$ cat src/hw/rtl/mrtr_pkg.sv
// shared types, constants and register codes of the multi-rule text replace unit
package mrtr_pkg;

  localparam int MaxPatternBytes = 8;
  localparam int RuleCount       = 2;
  localparam int CfgIdxW         = 3;
  localparam int CfgDataW        = 64;
  localparam int LenW            = 4;
  localparam int SubstMaxBytes   = 8;

  // register codes within one rule, low two bits of the register index
  localparam logic [1:0] REG_PATTERN     = 2'd0;
  localparam logic [1:0] REG_PATTERN_LEN = 2'd1;
  localparam logic [1:0] REG_SUBST       = 2'd2;
  localparam logic [1:0] REG_SUBST_LEN   = 2'd3;

  typedef struct packed {
    logic [7:0] text_byte;
    logic       text_end;
  } in_req_t;

  typedef struct packed {
    logic [7:0] out_byte;
    logic       out_valid;
    logic       out_end;
  } out_res_t;

  typedef struct packed {
    logic [CfgDataW-1:0] pattern;
    logic [LenW-1:0]     pattern_len;
    logic [CfgDataW-1:0] subst;
    logic [LenW-1:0]     subst_len;
  } rule_t;

endpackage

$ cat src/hw/rtl/multi_rule_text_replace_unit.sv
// top level of the multi-rule streaming text find-and-replace unit
// Streaming find-and-replace over a byte text. Text bytes are taken one per
// cycle into a row of MAX_PATTERN_BYTES window cells until the window is full
// or the byte flagged as final arrives. Then a decision is made at the window
// head: rules are tried in order and the first whose pattern equals the
// leading bytes wins; its replacement bytes go out and the matched bytes are
// shifted out of the cell row, one cell position per cycle. Without a match
// the head byte passes through. A full-window decision runs a decide, an emit
// and a shift step, the shift dropping D bytes (D at least 1). Text bytes are
// taken only while the window fills, not during a decision, so the sustained
// cost is set by the sequencer walking each decision through the emit and
// shift steps. On the final byte the window drains through repeated decisions
// and a closing step marks the last result with out_end; when the final
// request yields no byte, a single end-only result (out_valid 0) is sent.
// Output backpressure stalls the emit and closing steps. Rules are written on
// the config channel (index 4*rule + {pattern, pattern_len, subst, subst_len})
// only while idle, a rule on the user; the block itself does not enforce it.
module multi_rule_text_replace_unit import mrtr_pkg::*; #(
  parameter int MAX_PATTERN_BYTES = MaxPatternBytes,
  parameter int RULE_COUNT        = RuleCount
) (
  input  logic                clk_i,
  input  logic                rst_ni,
  // text input channel
  input  logic                in_valid_i,
  output logic                in_ready_o,
  input  in_req_t             in_req_i,
  // rewritten text output channel
  output logic                out_valid_o,
  input  logic                out_ready_i,
  output out_res_t            out_res_o,
  // config write channel
  input  logic                cfg_valid_i,
  output logic                cfg_ready_o,
  input  logic [CfgIdxW-1:0]  cfg_index_i,
  input  logic [CfgDataW-1:0] cfg_data_i
);

  localparam int FillW = $clog2(MAX_PATTERN_BYTES + 1);

  // sequencer states
  localparam logic [2:0] ST_FILL   = 3'd0;
  localparam logic [2:0] ST_DECIDE = 3'd1;
  localparam logic [2:0] ST_EMIT   = 3'd2;
  localparam logic [2:0] ST_DROP   = 3'd3;
  localparam logic [2:0] ST_FINISH = 3'd4;

  // rule registers
  rule_t rules [RULE_COUNT];

  assign cfg_ready_o = 1'b1;

  mrtr_cfg_regs #(
    .RULE_COUNT (RULE_COUNT)
  ) u_cfg_regs (
    .clk_i       (clk_i),
    .rst_ni      (rst_ni),
    .cfg_valid_i (cfg_valid_i),
    .cfg_index_i (cfg_index_i),
    .cfg_data_i  (cfg_data_i),
    .rules_o     (rules)
  );

  // control state
  logic [2:0]       state_q, state_d;
  logic [FillW-1:0] fill_q, fill_d;
  logic [FillW-1:0] drop_q, drop_d;
  logic             drain_q, drain_d;
  logic             pend_v_q, pend_v_d;
  logic             out_v_q, out_v_d;
  // payload state
  logic [LenW-1:0]     em_idx_q, em_idx_d;
  logic [LenW-1:0]     em_cnt_q, em_cnt_d;
  logic [CfgDataW-1:0] subst_q, subst_d;
  logic [7:0]          pend_q, pend_d;
  out_res_t            out_q, out_d;

  logic in_fire;
  logic push_ok;

  assign in_ready_o = (state_q == ST_FILL);
  assign in_fire    = in_valid_i && in_ready_o;
  assign push_ok    = !out_v_q || out_ready_i;

  // window cell row, cell 0 is the head
  logic [7:0]                        win_byte [MAX_PATTERN_BYTES];
  logic [MAX_PATTERN_BYTES-1:0][RULE_COUNT-1:0] cell_eq;
  logic                              shift_en;

  assign shift_en = (state_q == ST_DROP);

  for (genvar k = 0; k < MAX_PATTERN_BYTES; k++) begin : g_cell
    logic [RULE_COUNT-1:0][7:0] pat_bytes;
    logic [7:0]                 next_byte;

    for (genvar r = 0; r < RULE_COUNT; r++) begin : g_pat
      assign pat_bytes[r] = rules[r].pattern[8*k +: 8];
    end

    // the tail cell has no right neighbor, its stale byte lies beyond the fill
    if (k == MAX_PATTERN_BYTES - 1) begin : g_tail
      assign next_byte = win_byte[k];
    end else begin : g_mid
      assign next_byte = win_byte[k+1];
    end

    mrtr_cell #(
      .RULE_COUNT (RULE_COUNT)
    ) u_cell (
      .clk_i       (clk_i),
      .load_i      (in_fire && (fill_q == FillW'(k))),
      .shift_i     (shift_en),
      .load_byte_i (in_req_i.text_byte),
      .next_byte_i (next_byte),
      .pat_byte_i  (pat_bytes),
      .data_o      (win_byte[k]),
      .eq_o        (cell_eq[k])
    );
  end

  // per-rule match at the window head
  logic [RULE_COUNT-1:0] rule_hit;

  always_comb begin
    for (int r = 0; r < RULE_COUNT; r++) begin
      logic all_eq;
      all_eq = 1'b1;
      for (int k = 0; k < MAX_PATTERN_BYTES; k++) begin
        if ((LenW'(k) < rules[r].pattern_len) && !cell_eq[k][r]) begin
          all_eq = 1'b0;
        end
      end
      // empty, oversized, or longer-than-held patterns never match
      rule_hit[r] = (rules[r].pattern_len != '0) &&
                    (rules[r].pattern_len <= LenW'(MAX_PATTERN_BYTES)) &&
                    (rules[r].pattern_len <= LenW'(fill_q)) &&
                    all_eq;
    end
  end

  // first matching rule wins, else head byte passes through
  logic                dec_hit;
  logic [CfgDataW-1:0] dec_subst;
  logic [LenW-1:0]     dec_slen;
  logic [LenW-1:0]     dec_plen;

  always_comb begin
    dec_hit   = 1'b0;
    dec_subst = {{(CfgDataW-8){1'b0}}, win_byte[0]};
    dec_slen  = LenW'(1);
    dec_plen  = LenW'(1);
    for (int r = RULE_COUNT - 1; r >= 0; r--) begin
      if (rule_hit[r]) begin
        dec_hit   = 1'b1;
        dec_subst = rules[r].subst;
        dec_slen  = (rules[r].subst_len > LenW'(SubstMaxBytes)) ?
                    LenW'(SubstMaxBytes) : rules[r].subst_len;
        dec_plen  = rules[r].pattern_len;
      end
    end
  end

  logic [7:0] em_byte;
  assign em_byte = subst_q[{em_idx_q[2:0], 3'b000} +: 8];

  // sequencer
  always_comb begin
    state_d  = state_q;
    fill_d   = fill_q;
    drop_d   = drop_q;
    drain_d  = drain_q;
    pend_v_d = pend_v_q;
    pend_d   = pend_q;
    em_idx_d = em_idx_q;
    em_cnt_d = em_cnt_q;
    subst_d  = subst_q;
    out_d    = out_q;
    out_v_d  = out_v_q;

    if (out_v_q && out_ready_i) begin
      out_v_d = 1'b0;
    end

    case (state_q)
      ST_FILL: begin
        if (in_fire) begin
          fill_d = fill_q + FillW'(1);
          if (in_req_i.text_end) begin
            drain_d = 1'b1;
            state_d = ST_DECIDE;
          end else if (fill_q == FillW'(MAX_PATTERN_BYTES - 1)) begin
            state_d = ST_DECIDE;
          end
        end
      end
      ST_DECIDE: begin
        if (fill_q == '0) begin
          state_d = ST_FINISH;
        end else begin
          subst_d  = dec_subst;
          em_cnt_d = dec_slen;
          drop_d   = FillW'(dec_plen);
          em_idx_d = '0;
          state_d  = ST_EMIT;
        end
      end
      ST_EMIT: begin
        if (em_idx_q == em_cnt_q) begin
          state_d = ST_DROP;
        end else if (drain_q) begin
          // while draining, hold one byte back so the last one can carry the end flag
          if (!pend_v_q) begin
            pend_d   = em_byte;
            pend_v_d = 1'b1;
            em_idx_d = em_idx_q + LenW'(1);
          end else if (push_ok) begin
            out_d    = '{out_byte: pend_q, out_valid: 1'b1, out_end: 1'b0};
            out_v_d  = 1'b1;
            pend_d   = em_byte;
            em_idx_d = em_idx_q + LenW'(1);
          end
        end else if (push_ok) begin
          out_d    = '{out_byte: em_byte, out_valid: 1'b1, out_end: 1'b0};
          out_v_d  = 1'b1;
          em_idx_d = em_idx_q + LenW'(1);
        end
      end
      ST_DROP: begin
        fill_d = fill_q - FillW'(1);
        drop_d = drop_q - FillW'(1);
        if (drop_q == FillW'(1)) begin
          state_d = drain_q ? ST_DECIDE : ST_FILL;
        end
      end
      ST_FINISH: begin
        if (push_ok) begin
          if (pend_v_q) begin
            out_d = '{out_byte: pend_q, out_valid: 1'b1, out_end: 1'b1};
          end else begin
            out_d = '{out_byte: 8'd0, out_valid: 1'b0, out_end: 1'b1};
          end
          out_v_d  = 1'b1;
          pend_v_d = 1'b0;
          drain_d  = 1'b0;
          state_d  = ST_FILL;
        end
      end
      default: begin
        state_d = ST_FILL;
      end
    endcase
  end

  always_ff @(posedge clk_i or negedge rst_ni) begin
    if (!rst_ni) begin
      state_q  <= ST_FILL;
      fill_q   <= '0;
      drop_q   <= '0;
      drain_q  <= 1'b0;
      pend_v_q <= 1'b0;
      out_v_q  <= 1'b0;
    end else begin
      state_q  <= state_d;
      fill_q   <= fill_d;
      drop_q   <= drop_d;
      drain_q  <= drain_d;
      pend_v_q <= pend_v_d;
      out_v_q  <= out_v_d;
    end
  end

  always_ff @(posedge clk_i) begin
    em_idx_q <= em_idx_d;
    em_cnt_q <= em_cnt_d;
    subst_q  <= subst_d;
    pend_q   <= pend_d;
    out_q    <= out_d;
  end

  assign out_valid_o = out_v_q;
  assign out_res_o   = out_q;

  // window never holds more bytes than it has cells
  a_fill_range: assert property (@(posedge clk_i) disable iff (!rst_ni)
    fill_q <= FillW'(MAX_PATTERN_BYTES))
    else $error("window fill above cell count");

  // a held-back byte never survives into the next text
  a_no_pend_in_fill: assert property (@(posedge clk_i) disable iff (!rst_ni)
    (state_q == ST_FILL) |-> !pend_v_q)
    else $error("pending byte left while collecting text");

  // a shift step always removes a held byte
  a_drop_le_fill: assert property (@(posedge clk_i) disable iff (!rst_ni)
    (state_q == ST_DROP) |-> ((drop_q != '0) && (drop_q <= fill_q)))
    else $error("drop count exceeds window fill");

  // a full window without end flag goes straight to a decision
  a_full_decides: assert property (@(posedge clk_i) disable iff (!rst_ni)
    (in_fire && !in_req_i.text_end && (fill_q == FillW'(MAX_PATTERN_BYTES - 1)))
    |=> (state_q == ST_DECIDE))
    else $error("full window did not start a decision");

endmodule

$ cat src/hw/rtl/mrtr_cell.sv
// one lookahead window cell: holds a byte, loads or shifts, compares against rule bytes
module mrtr_cell import mrtr_pkg::*; #(
  parameter int RULE_COUNT = RuleCount
) (
  input  logic                      clk_i,
  input  logic                      load_i,
  input  logic                      shift_i,
  input  logic [7:0]                load_byte_i,
  input  logic [7:0]                next_byte_i,
  input  logic [RULE_COUNT-1:0][7:0] pat_byte_i,
  output logic [7:0]                data_o,
  output logic [RULE_COUNT-1:0]     eq_o
);

  logic [7:0] data_q;
  logic [7:0] data_d;

  always_comb begin
    data_d = data_q;
    if (load_i) begin
      data_d = load_byte_i;
    end else if (shift_i) begin
      data_d = next_byte_i;
    end
  end

  always_ff @(posedge clk_i) begin
    data_q <= data_d;
  end

  for (genvar r = 0; r < RULE_COUNT; r++) begin : g_cmp
    assign eq_o[r] = (data_q == pat_byte_i[r]);
  end

  assign data_o = data_q;

endmodule

$ cat src/hw/rtl/mrtr_cfg_regs.sv
// rule register file written through the configuration channel
module mrtr_cfg_regs import mrtr_pkg::*; #(
  parameter int RULE_COUNT = RuleCount
) (
  input  logic                clk_i,
  input  logic                rst_ni,
  input  logic                cfg_valid_i,
  input  logic [CfgIdxW-1:0]  cfg_index_i,
  input  logic [CfgDataW-1:0] cfg_data_i,
  output rule_t               rules_o [RULE_COUNT]
);

  rule_t rules_q [RULE_COUNT];
  rule_t rules_d [RULE_COUNT];

  always_comb begin
    for (int r = 0; r < RULE_COUNT; r++) begin
      rules_d[r] = rules_q[r];
      if (cfg_valid_i && (cfg_index_i[CfgIdxW-1] == 1'(r))) begin
        case (cfg_index_i[1:0])
          REG_PATTERN:     rules_d[r].pattern     = cfg_data_i;
          REG_PATTERN_LEN: rules_d[r].pattern_len = cfg_data_i[LenW-1:0];
          REG_SUBST:       rules_d[r].subst       = cfg_data_i;
          REG_SUBST_LEN:   rules_d[r].subst_len   = cfg_data_i[LenW-1:0];
          default:         rules_d[r]             = rules_q[r];
        endcase
      end
    end
  end

  always_ff @(posedge clk_i or negedge rst_ni) begin
    if (!rst_ni) begin
      for (int r = 0; r < RULE_COUNT; r++) begin
        rules_q[r] <= '0;
      end
    end else begin
      for (int r = 0; r < RULE_COUNT; r++) begin
        rules_q[r] <= rules_d[r];
      end
    end
  end

  assign rules_o = rules_q;

endmodule
$ cat config.mk
export PLATFORM = sky130hd
export DESIGN_NAME = multi_rule_text_replace_unit
export DESIGN_NICKNAME = d
export VERILOG_FILES = /design/src/hw/rtl/mrtr_pkg.sv /design/src/hw/rtl/multi_rule_text_replace_unit.sv /design/src/hw/rtl/mrtr_cell.sv /design/src/hw/rtl/mrtr_cfg_regs.sv
export SDC_FILE = /design/constraint.sdc
export NUM_CORES = 1
export LEC_CHECK = 0
export ABC_AREA = 1
export BUFFER_PORTS_ARGS = -buffer_cell sky130_fd_sc_hd__buf_2
export CAP_MARGIN = 10
export CORE_UTILIZATION = 30
export CTS_BUF_LIST = sky130_fd_sc_hd__clkbuf_2
export DETAILED_ROUTE_END_ITERATION = 12
export SYNTH_ARGS = -nofsm -noshare
export SYNTH_HDL_FRONTEND = slang
export SYNTH_SLANG_ARGS = --single-unit
export TNS_END_PERCENT = 100
$ cat constraint.sdc
create_clock -name clk_i -period 6.9 [get_ports clk_i]
set_input_delay 1.38 -clock clk_i [delete_from_list [all_inputs] [get_ports clk_i]]
set_output_delay 1.38 -clock clk_i [all_outputs]
set_load 0.01 [all_outputs]
==> results_dict.tcl, run 1 <==
set metrics [dict create \
    dr_wl_met2_um 25550 \
    max_slew_margin_pct 32.53 \
    p_leak_nw 10.62 \
    required_ns 5.52 \
    final_cells 3377 \
    highest_layer "met4" \
    vdd_drop_max_mv 0.1630 \
    via_per_inst 4.642 \
    async_flop_share_pct 65.00 \
    portBuffers 92 \
    critPathMaxFanout 4 \
    max_stage_delay_ns 0.43 \
    place_area_mm2 0.02146 \
    num_io_pins 94 \
    yosys_warnings 0 \
    worstMarginPinSlew_ns 1.012 \
    cts_hold_buf 0 \
    fp.dieH_um 261.7 \
    clockBufferDepth 3 \
    cts.sinks 440 \
    cts_root_buf "clkbuf_2" \
    dieWidth_um 261.7 \
    insertion_delay_ns 1.15 \
    post_cts_buffers 0 \
    final_layout_size_suffix_gt1_share_pct 12.78 \
    endpoint_kind "output port" \
    rows 94 \
    outcome "completed" \
    synth-seq-cells 440 \
    slowest_stage "dfrtp_1" \
    synth_ff_type "dfrtp_1" \
    first_pass_iters 5 \
    met1_length_um 26010 \
    syn_to_final_growth_pct 11.20 \
    ant_nets 0 \
    grt_max_degree 117 \
    fin_worst_hold_slack_ns 0.3665 \
    synth_cells 2301 \
    place_inst 3169 \
    dp_hpwl_um 38420 \
    ys_seq_area_share_pct 58.21 \
    period_share_pct 49.19 \
    finalHoldViolCount 0 \
    hold_class "input port to async pin" \
    crit_chain "nor2_1 > inv_1 > nor2_2 > buf_2" \
    setup_violations 0 \
    cp.buffers_inverters 2 \
    cp.depth 4 \
    reg2reg_depth 14 \
    register_area_mm2 0.01178 \
    avgSynthCellArea_um2 8.796 \
    clk_pin_slew_ns 0.13 \
    synth_edf_count 154 \
    antenna_found_initial 1 \
    fillers 6927 \
    regToRegSetupSlack_ns 3.59 \
    multi_input_area_mm2 0.007207 \
    synth_cell_type_count 40 \
    drc 0 \
    core-area_mm2 0.06622 \
    overflow 0 \
    initial_core_util_pct 30.57 \
    finalMaxSlewViolations 0 \
    met3WireLength_um 3888 \
    cts.repair.resized 0 \
    dieArea_mm2 0.06851 \
    setup-tns-final_ns 0 \
    power_density_mw_per_mm2 367.2 \
    r2r-end "subst_q[44]$_DFFE_PP_" \
    period_minus_slack_ns 3.394 \
    final_area_mm2 0.02251 \
    drt-total-wl_um 56450 \
    skew_ns 0.1126 \
    rsz0062_at_grt "no" \
    cp.arrival_ns 2.01 \
    maxCapViolCount 0 \
    grt_util_all_layers_pct 16.82 \
    first_iter_violations 1306 \
    grt_pass1_wl_um 87530 \
    rr_startpoint "g_cell[6].u_cell.data_o[1]$_DFFE_PP_" \
    place.gp.congestion 0.8661 \
    htreeDepth 3 \
    cts_tree "done" \
    criticalPathCategory "register to output port" \
    start_kind "register" \
    fmax_mhz 294.6 \
    crit_end "in_ready_o" \
    drt-wirelength-per-cell_um 16.72 \
    crit_path_start "state_q[0]$_DFFE_PN0P_" \
    mappedNetlistArea_mm2 0.02024 \
    numCtsBuffers 111 \
    grt_pass1_vias 14910 \
    vias 15680 \
    syn-num-nets 2398 \
    crit_family "flip-flops" \
    nNetsFinal 2515 \
]
[cell usage in the layout (no fill, tap or decap), types with 26 or more instances in the layout]
master      n
o21ai_1    70
xnor2_1    27
edfxtp_1  154
nand2_1   711
buf_2      91
clkinv_1   26
nand3_1    45
inv_1     197
clkbuf_2  167
o21ai_0   372
xor2_1     52
dfrtp_1   286
nor2_1    173
[registers in the layout, indices dropped and copies added (netlist names), 3 cells and up]
register and count:
fill_q 4, u_cfg_regs.rules_o 272, em_idx_q 4, drop_q 4, subst_q 64, pend_q 8
state_q 3, em_cnt_q 4, g_cell.u_cell.data_o 64, out_res_o 10
[worst min path at each step]
| stage | slack (ns) | to | cells after the start |
|---|---|---|---|
| after floorplan | 0.45 | u_cfg_regs.rules_o[269]$_DFFE_PN0P_ | 2 |
| after global placement | 0.46 | u_cfg_regs.rules_o[140]$_DFFE_PN0P_ | 2 |
| after detailed placement | 0.47 | u_cfg_regs.rules_o[150]$_DFFE_PN0P_ | 2 |
| after CTS | 0.27 | u_cfg_regs.rules_o[242]$_DFFE_PN0P_ | 1 |
| after global routing | 0.36 | u_cfg_regs.rules_o[112]$_DFFE_PN0P_ | 1 |
| final | 0.37 | u_cfg_regs.rules_o[99]$_DFFE_PN0P_ | 1 |
[synthesized netlist by cell type (2+ instances only)]
library cell	number	area share, %
nand4_1	7	0.22
nor3_1	5	0.12
o31ai_1	2	0.074
buf_6	10	0.56
buf_2	8	0.20
buf_4	2	0.074
o211ai_1	3	0.11
o32ai_1	16	0.69
o21ai_1	70	1.7
o21ai_2	2	0.087
nor2_2	2	0.062
edfxtp_1	154	23
a21oi_1	16	0.40
dfrtp_1	286	35
clkbuf_1	81	1.5
clkinv_1	4	0.074
or2_2	2	0.062
o21ai_0	372	9.2
nor2_1	173	3.2
nand3_1	45	1.1
nand2_1	715	13
nand3b_1	2	0.074
o22ai_1	3	0.093
nand2_2	3	0.093
ha_1	16	0.99
xnor2_1	27	1.2
xor2_1	52	2.3
inv_1	198	3.7
inv_2	14	0.26
[metal layers]
metal	GRT usage [%]	vias to the layer above
met5	0	-
li1	-	7758
met1	23.25	7354
met4	5.491	0
met3	3.781	68
met2	26.03	495
[power by group]
part | switching, W | internal, W | total, W
registers | 0.000510 | 0.00359 | 0.00410
logic | 0.00158 | 0.000778 | 0.00236
clock network | 0.00112 | 0.000696 | 0.00181
[area by class of cell]
| class | instances | area share [%] |
|---|---|---|
| diodes | 1 | 0.01112 |
| clock buffers | 167 | 3.713 |
| clock inverters | 40 | 0.9283 |
| inverters | 216 | 3.602 |
| multi-input cells | 1544 | 32.02 |
| flip-flops and latches | 440 | 52.34 |
| well taps | 864 | 4.803 |
| repair buffers | 105 | 2.579 |
[metrics by stage]
step,worst slack (ns),power [W],utilization (%)
3_5_place_dp,3.547,0.006501,32.41
4_1_cts,3.363,0.008338,33.99
5_1_grt,3.320,0.008867,33.99
3_3_place_gp,3.589,0.006461,32.41
2_1_floorplan,3.848,0.005644,-
6_report,3.506,0.008264,33.99
[logic make-up after synthesis]
| group | synth area share [%] |
|---|---|
| AND/OR/NAND/NOR | 18.38 |
| AO/OA/AOI/OAI | 12.65 |
| flip-flops | 58.21 |
| buffers and inverters | 6.336 |
| XOR/XNOR | 3.418 |
| adder cells (fa/ha/maj) | 0.9890 |
| other | 0.01853 |
Power figures use the tool's default switching activity.
==> inputs of run 2 (changes only) <==
--- a/config.mk
+++ b/config.mk
@@ -5,7 +5,7 @@
 export SDC_FILE = /design/constraint.sdc
 export NUM_CORES = 1
 export LEC_CHECK = 0
-export ABC_AREA = 1
+export ABC_AREA = 0
 export BUFFER_PORTS_ARGS = -buffer_cell sky130_fd_sc_hd__buf_2
 export CAP_MARGIN = 10
 export CORE_UTILIZATION = 30
==> constraint.sdc (replaced) <==
create_clock -name clk_i -period 2.98 [get_ports clk_i]
set_input_delay 0.596 -clock clk_i [delete_from_list [all_inputs] [get_ports clk_i]]
set_output_delay 0.596 -clock clk_i [all_outputs]
set_load 0.01 [all_outputs]
==> run 2 against run 1 <==
  * First-iteration DRC count decreased by 45%
  * Register-to-register slack lost 3.5 ns
  * Sequential power is 130% higher
  * Die area down 2.5%
  * Total power up 130%
  * Final area is 4.6% higher
  * Worst hold slack worse by 0.23 ns
  * Sequential share of layout area is 2.3 points lower
  * Largest power group unchanged
==> results_dict.tcl, run 2 <==
set metrics [dict create \
    required_ns 3.91 \
    vdd_drop_max_mv 0.2981 \
    crit_family "compound AO/OA/AOI/OAI gates" \
    max_stage_delay_ns 0.52 \
    synth_edf_count 154 \
    holdCritStartpoint "cfg_index_i[0]" \
    htreeDepth 3 \
    outcome "completed" \
    synth_cell_type_count 59 \
    portBuffers 92 \
    hold_end "u_cfg_regs.rules_o[207]$_DFFE_PN0P_" \
    dp_hpwl_um 37250 \
    avgSynthCellArea_um2 14.75 \
    final_area_mm2 0.02355 \
    critPathMaxFanout 33 \
    synth_ff_type "dfrtp_1" \
    cp.arrival_ns 3.80 \
    numCtsBuffers 105 \
    met1_length_um 24090 \
    skew_ns 0.1004 \
    vias 12390 \
    power.total_w 0.01919 \
    synth_top_area_share_pct 36.28 \
    antenna_found_initial 2 \
    insertion_delay_ns 1.15 \
    ant_nets 0 \
    yosys-top-cells-count "336 x mux2_2, 286 x dfrtp_1, 154 x edfxtp_1" \
    clockBufferDepth 3 \
    via_per_inst 4.828 \
    cts_tree "done" \
    criticalPathCategory "register to register" \
    highest_layer "met5" \
    grt_pass1_vias 12910 \
    cp.buffers_inverters 1 \
    final_common_cell "mux2_2" \
    slowest_stage "edfxtp_1" \
    syn_to_final_growth_pct 19.36 \
    syn-num-nets 1434 \
    yosysMostFrequentCell "mux2_2" \
    grt_pass1_wl_um 80670 \
    worstMarginPinSlew_ns 0.8407 \
    hold_class "input port to register" \
    finalMaxSlewViolations 0 \
    reg2reg_depth 8 \
    num_io_pins 94 \
    regToRegSetupSlack_ns 0.11 \
    period_share_pct 96.27 \
    yosys_warnings 0 \
    dr_wl_met2_um 25250 \
    r2r-end "subst_q[53]$_DFFE_PP_" \
    met3WireLength_um 2649 \
    finalHoldViolCount 0 \
    core-area_mm2 0.06470 \
    clk_pin_slew_ns 0.11 \
    fp.dieH_um 258.4 \
    endpoint_kind "register" \
    nNetsFinal 1718 \
    synth_cells 1337 \
    async_flop_share_pct 65.00 \
    dieWidth_um 258.4 \
    cts_root_buf "clkbuf_2" \
    setup-tns-final_ns 0 \
    fin_worst_hold_slack_ns 0.1363 \
    crit_chain "xor2_1 > nor4_1 > nand2_1 > o32ai_1 > a21oi_2 > a211oi_4 > buf_12 > a22o_1" \
    initial_core_util_pct 30.49 \
    drt-wirelength-per-cell_um 20.79 \
    setup_violations 0 \
    place_ws_ns -0.08920 \
    min_path_cells 5 \
    synth-seq-cells 440 \
    rows 93 \
    p_leak_nw 9.381 \
    maxCapViolCount 0 \
    drc 0 \
    max_slew_margin_pct 43.95 \
    rsz0062_at_grt "no" \
    period_minus_slack_ns 2.869 \
    mappedNetlistArea_mm2 0.01973 \
    drt-total-wl_um 53350 \
    first_pass_iters 5 \
    final_layout_size_suffix_gt1_share_pct 41.66 \
    synth_area_leader_cell "dfrtp_1" \
    dieArea_mm2 0.06678 \
    fmax_mhz 348.6 \
    place_area_mm2 0.02163 \
    place.gp.congestion 0.8761 \
    power_density_mw_per_mm2 814.9 \
    overflow 0 \
    start_kind "register" \
    largest_register_ffs 272 \
    fillers 6355 \
    rr_startpoint "g_cell[4].u_cell.data_o[1]$_DFFE_PP_" \
    layout_common_cells "336 x mux2_2, 286 x dfrtp_1, 164 x clkbuf_2, 154 x edfxtp_1, 97 x xnor2_1" \
    ys_seq_area_share_pct 59.72 \
    grt_max_degree 91 \
    grt_util_all_layers_pct 16.13 \
    cts.sinks 440 \
    first_iter_violations 713 \
    synthTopCellsByArea "dfrtp_1 36%, edfxtp_1 23%, mux2_2 19%" \
    final.setup.worst_slack_ns 0.1111 \
]
-- run 2: changes by cell type after synthesis, moves of 15 or more --
| cell | delta |
|---|---|
| nand2_1 | -685 |
| o21ai_0 | -348 |
| mux2_2 | +336 |
| inv_1 | -176 |
| nor2_1 | -161 |
| o21ai_1 | -70 |
| xnor2_1 | +70 |
| a22o_1 | +62 |
| nand3_1 | -32 |
| clkbuf_1 | -30 |
| nand4_1 | +19 |
| mux4_2 | +16 |
| nor3_1 | +15 |
| o32ai_1 | -15 |
-- run 2: worst register-to-register path: cells and delay by family (launching register included) --
family,cells,cell delay [ns]
AO/OA/AOI/OAI,4,1.13
AND/OR/NAND/NOR,2,0.57
flip-flops,1,0.52
buffers and inverters,1,0.25
XOR/XNOR,1,0.21
-- run 2: cell type report --
class	count	area (um^2)	share of cell area [%]
multi-input combinational	812	7661	32.54
inverter	23	88.84	0.3773
tap	855	1070	4.544
clock inverter	31	147.6	0.6271
clock buffer	164	820.8	3.486
timing repair buffer	239	1971	8.370
sequential	440	11780	50.04
antenna	2	5.005	0.02126
-- run 2: power breakdown --
part / internal, W / switching (W) / total (W)
Combinational: 0.00279 / 0.00283 / 0.00562
Sequential: 0.00828 / 0.00133 / 0.00961
Clock: 0.00148 / 0.00247 / 0.00395
Total: 0.0125 / 0.00664 / 0.0192
-- run 2: logic make-up (layout without fill, tap and decap cells) --
logic type / after synthesis / in the layout / synth area share [%]
buffers and inverters: 85 / 457 / 1.890
DFF: 440 / 440 / 59.72
muxes: 353 / 353 / 21.06
xor gates and xnor gates: 139 / 139 / 6.171
AOI/OAI and AO/OA: 145 / 145 / 5.620
other: 1 / 3 / 0.01901
adders and majority gates: 16 / 16 / 1.015
and+or+nand+nor: 158 / 158 / 4.503
-- run 2: worst max-delay path by stage --
stage,slack [ns],start,depth (start not counted),end
6_report,0.11,g_cell[4].u_cell.data_o[1]$_DFFE_PP_,8,subst_q[53]$_DFFE_PP_
5_1_grt,0.02,g_cell[2].u_cell.data_o[1]$_DFFE_PP_,9,drop_q[0]$_DFFE_PN0P_
4_1_cts,0.003,u_cfg_regs.rules_o[68]$_DFFE_PN0P_,9,subst_q[10]$_DFFE_PP_
3_5_place_dp,-0.09,u_cfg_regs.rules_o[68]$_DFFE_PN0P_,9,subst_q[18]$_DFFE_PP_
3_3_place_gp,-0.03,u_cfg_regs.rules_o[68]$_DFFE_PN0P_,9,subst_q[14]$_DFFE_PP_
2_1_floorplan,0.26,fill_q[0]$_DFFE_PN0P_,7,em_idx_q[0]$_SDFFCE_PP0P_
-- run 2: stage by stage --
stage | utilization (%) | instances
CTS | 36.26 | 2560
floorplan | - | 1337
global route | 36.39 | 2565
detailed placement | 33.44 | 2282
finish | 36.39 | 2566
global placement | 33.44 | 2282
-- run 2: repair_timing --
item | in CTS | in global routing
setup buffers | 0 | 4
pin swaps | 0 | 3
endpoints found under the setup margin | 54 | 65
gates resized for setup | 3 | 12
endpoints found under the hold margin | 638 | 0
hold buffers | 83 | 0
-- run 2: metal layers --
layer | vias up | global-route usage (%)
met1 | 6371 | 21.25
met4 | 2 | 6.098
li1 | 5624 | -
met3 | 80 | 3.541
met5 | - | 0
met2 | 312 | 25.90
==> inputs of run 3 (changes only) <==
--- a/config.mk
+++ b/config.mk
@@ -5,11 +5,11 @@
 export SDC_FILE = /design/constraint.sdc
 export NUM_CORES = 1
 export LEC_CHECK = 0
-export ABC_AREA = 0
+export ABC_AREA = 1
 export BUFFER_PORTS_ARGS = -buffer_cell sky130_fd_sc_hd__buf_2
 export CAP_MARGIN = 10
 export CORE_UTILIZATION = 30
-export CTS_BUF_LIST = sky130_fd_sc_hd__clkbuf_2
+export CTS_BUF_LIST = sky130_fd_sc_hd__clkbuf_4 sky130_fd_sc_hd__clkbuf_8
 export DETAILED_ROUTE_END_ITERATION = 12
 export SYNTH_ARGS = -nofsm -noshare
 export SYNTH_HDL_FRONTEND = slang
==> run 3 against run 2 <==
  * Sequential power fell by 2%
  * Count of clock-buffer cells in the layout fell by 49
  * Sequential cell count did not move
  * Register-to-register slack improved by 0.20 ns
  * Cell count rose by 30%
  * Setup slack improved by 0.20 ns
  * Critical endpoint is now subst_q[43]$_DFFE_PP_
==> results_dict.tcl, run 3 (synthesis gave the netlist of run 1 again) <==
set metrics [dict create \
    outcome "completed" \
    fin_worst_hold_slack_ns 0.1820 \
    final_common_cell "nand2_1" \
    cts.sinks 440 \
    hold_class "input port to register" \
    finalHoldViolCount 0 \
    dp_hpwl_um 40000 \
    cp.buffers_inverters 2 \
    grt_pass1_vias 14690 \
    fmax_mhz 374.9 \
    vias 15550 \
    place.gp.congestion 0.8620 \
    setup-tns-final_ns 0 \
    initial_core_util_pct 30.57 \
    place_inst 3204 \
    crit_chain "inv_1 > ha_1 > nand3_1 > o211ai_1 > o21ai_0 > nand3_1 > nor2_4 > nand2_4 > buf_4 > o21ai_1" \
    worstMarginPinSlew_ns 0.9673 \
    cp.depth 10 \
    finalMaxSlewViolations 0 \
    final_cells 3347 \
    cp.arrival_ns 3.04 \
    dieArea_mm2 0.06851 \
    setup_violations 0 \
    drt-wirelength-per-cell_um 16.87 \
    cts_tree "done" \
    r2r-end "subst_q[43]$_DFFE_PP_" \
    slowest_stage "nand2_4" \
    grt_pass1_wl_um 87800 \
    criticalPathCategory "register to register" \
    overflow 0 \
    endpoint_kind "register" \
    crit_family "simple AND/OR/NAND/NOR gates" \
    fillers 6803 \
    power_density_mw_per_mm2 893.1 \
    grt_util_all_layers_pct 16.75 \
    cts.repair.resized 0 \
    dieWidth_um 261.7 \
    critPathMaxFanout 47 \
    insertion_delay_ns 0.66 \
    vdd_drop_max_mv 0.3495 \
    cts_root_buf "clkbuf_8" \
    maxCapViolCount 0 \
    rows 94 \
    clockBufferDepth 3 \
    largest_register_ffs 272 \
    fp.dieH_um 261.7 \
    first_iter_violations 1452 \
    max_slew_margin_pct 35.51 \
    syn_to_final_growth_pct 15.65 \
    rsz0062_at_grt "no" \
    antenna_found_initial 0 \
    fin_util_pct 35.35 \
    skew_ns 0.03756 \
    timing.critical_path.mode_cell "nand3_1" \
    via_per_inst 4.645 \
    holdCritStartpoint "cfg_data_i[3]" \
    p_leak_nw 10.86 \
    first_pass_iters 5 \
    drc 0 \
    max_stage_delay_ns 0.42 \
    final_layout_size_suffix_gt1_share_pct 12.05 \
    required_ns 3.35 \
    period_minus_slack_ns 2.668 \
    ant_nets 0 \
    numCtsBuffers 77 \
    cts_hold_buf 1 \
    nNetsFinal 2517 \
    crit_path_start "fill_q[1]$_DFFE_PN0P_" \
    regToRegSetupSlack_ns 0.31 \
    grt_max_degree 129 \
    period_share_pct 89.51 \
    drt-total-wl_um 56480 \
    start_kind "register" \
    rr_startpoint "fill_q[1]$_DFFE_PN0P_" \
    core-area_mm2 0.06622 \
    portBuffers 92 \
    reg2reg_depth 10 \
    post_cts_buffers 0 \
    htreeDepth 3 \
    clk_pin_slew_ns 0.06 \
    num_io_pins 94 \
    crit_end "subst_q[43]$_DFFE_PP_" \
    layout_common_cells "711 x nand2_1, 372 x o21ai_0, 286 x dfrtp_1, 197 x inv_1, 173 x nor2_1" \
]
-- run 3: metrics by stage --
| stage | setup WS (ns) | power [W] | cell area (um^2) |
|---|---|---|---|
| after floorplan | 0.2783 | 0.01307 | 20240 |
| after global placement | 0.3327 | 0.01521 | 21810 |
| after detailed placement | 0.3272 | 0.01533 | 21810 |
| after CTS | 0.2904 | 0.02109 | 23400 |
| after global routing | 0.09150 | 0.02226 | 23400 |
| final | 0.3125 | 0.02090 | 23410 |
-- run 3: tightest hold or removal path, stage by stage --
cell and delay [ns]:
buf_2 0.10, nand2_1 0.05, o21ai_0 0.06
-- run 3: cell type report --
| class | instances | area, um^2 | area share, % |
|---|---|---|---|
| antenna | 1 | 2.502 | 0.01069 |
| clock buffer | 115 | 1426 | 6.094 |
| clock inverter | 26 | 153.9 | 0.6575 |
| inverter | 216 | 814.5 | 3.480 |
| multi-input combinational | 1544 | 7207 | 30.79 |
| sequential | 440 | 11780 | 50.33 |
| tap | 864 | 1081 | 4.618 |
| timing repair buffer | 141 | 940.9 | 4.020 |
-- run 3: report_power, final --
group          internal [W]  switching [W]
logic               0.00200        0.00376
registers           0.00832        0.00113
clock network       0.00316        0.00253
-- run 3: worst min path at each step --
stage | end | slack [ns] | cells past startpoint
finish | u_cfg_regs.rules_o[3]$_DFFE_PN0P_ | 0.18 | 3
global route | u_cfg_regs.rules_o[3]$_DFFE_PN0P_ | 0.16 | 3
CTS | u_cfg_regs.rules_o[3]$_DFFE_PN0P_ | 0.12 | 3
detailed placement | u_cfg_regs.rules_o[169]$_DFFE_PN0P_ | 0.47 | 2
global placement | u_cfg_regs.rules_o[7]$_DFFE_PN0P_ | 0.47 | 2
floorplan | drain_q$_DFFE_PN0P_ | 0.30 | 0
-- run 3: per-layer routing --
layer  up-vias  track usage [%]  share of wire (%)  routed length [um]
met5         -                0                  0                   0
met4         0            5.216                2.3                1324
met3        80            2.652                4.9                2778
met2       390            25.84                 45               25520
met1      7387            24.02                 48               26860
li1       7691                -                  -                   -
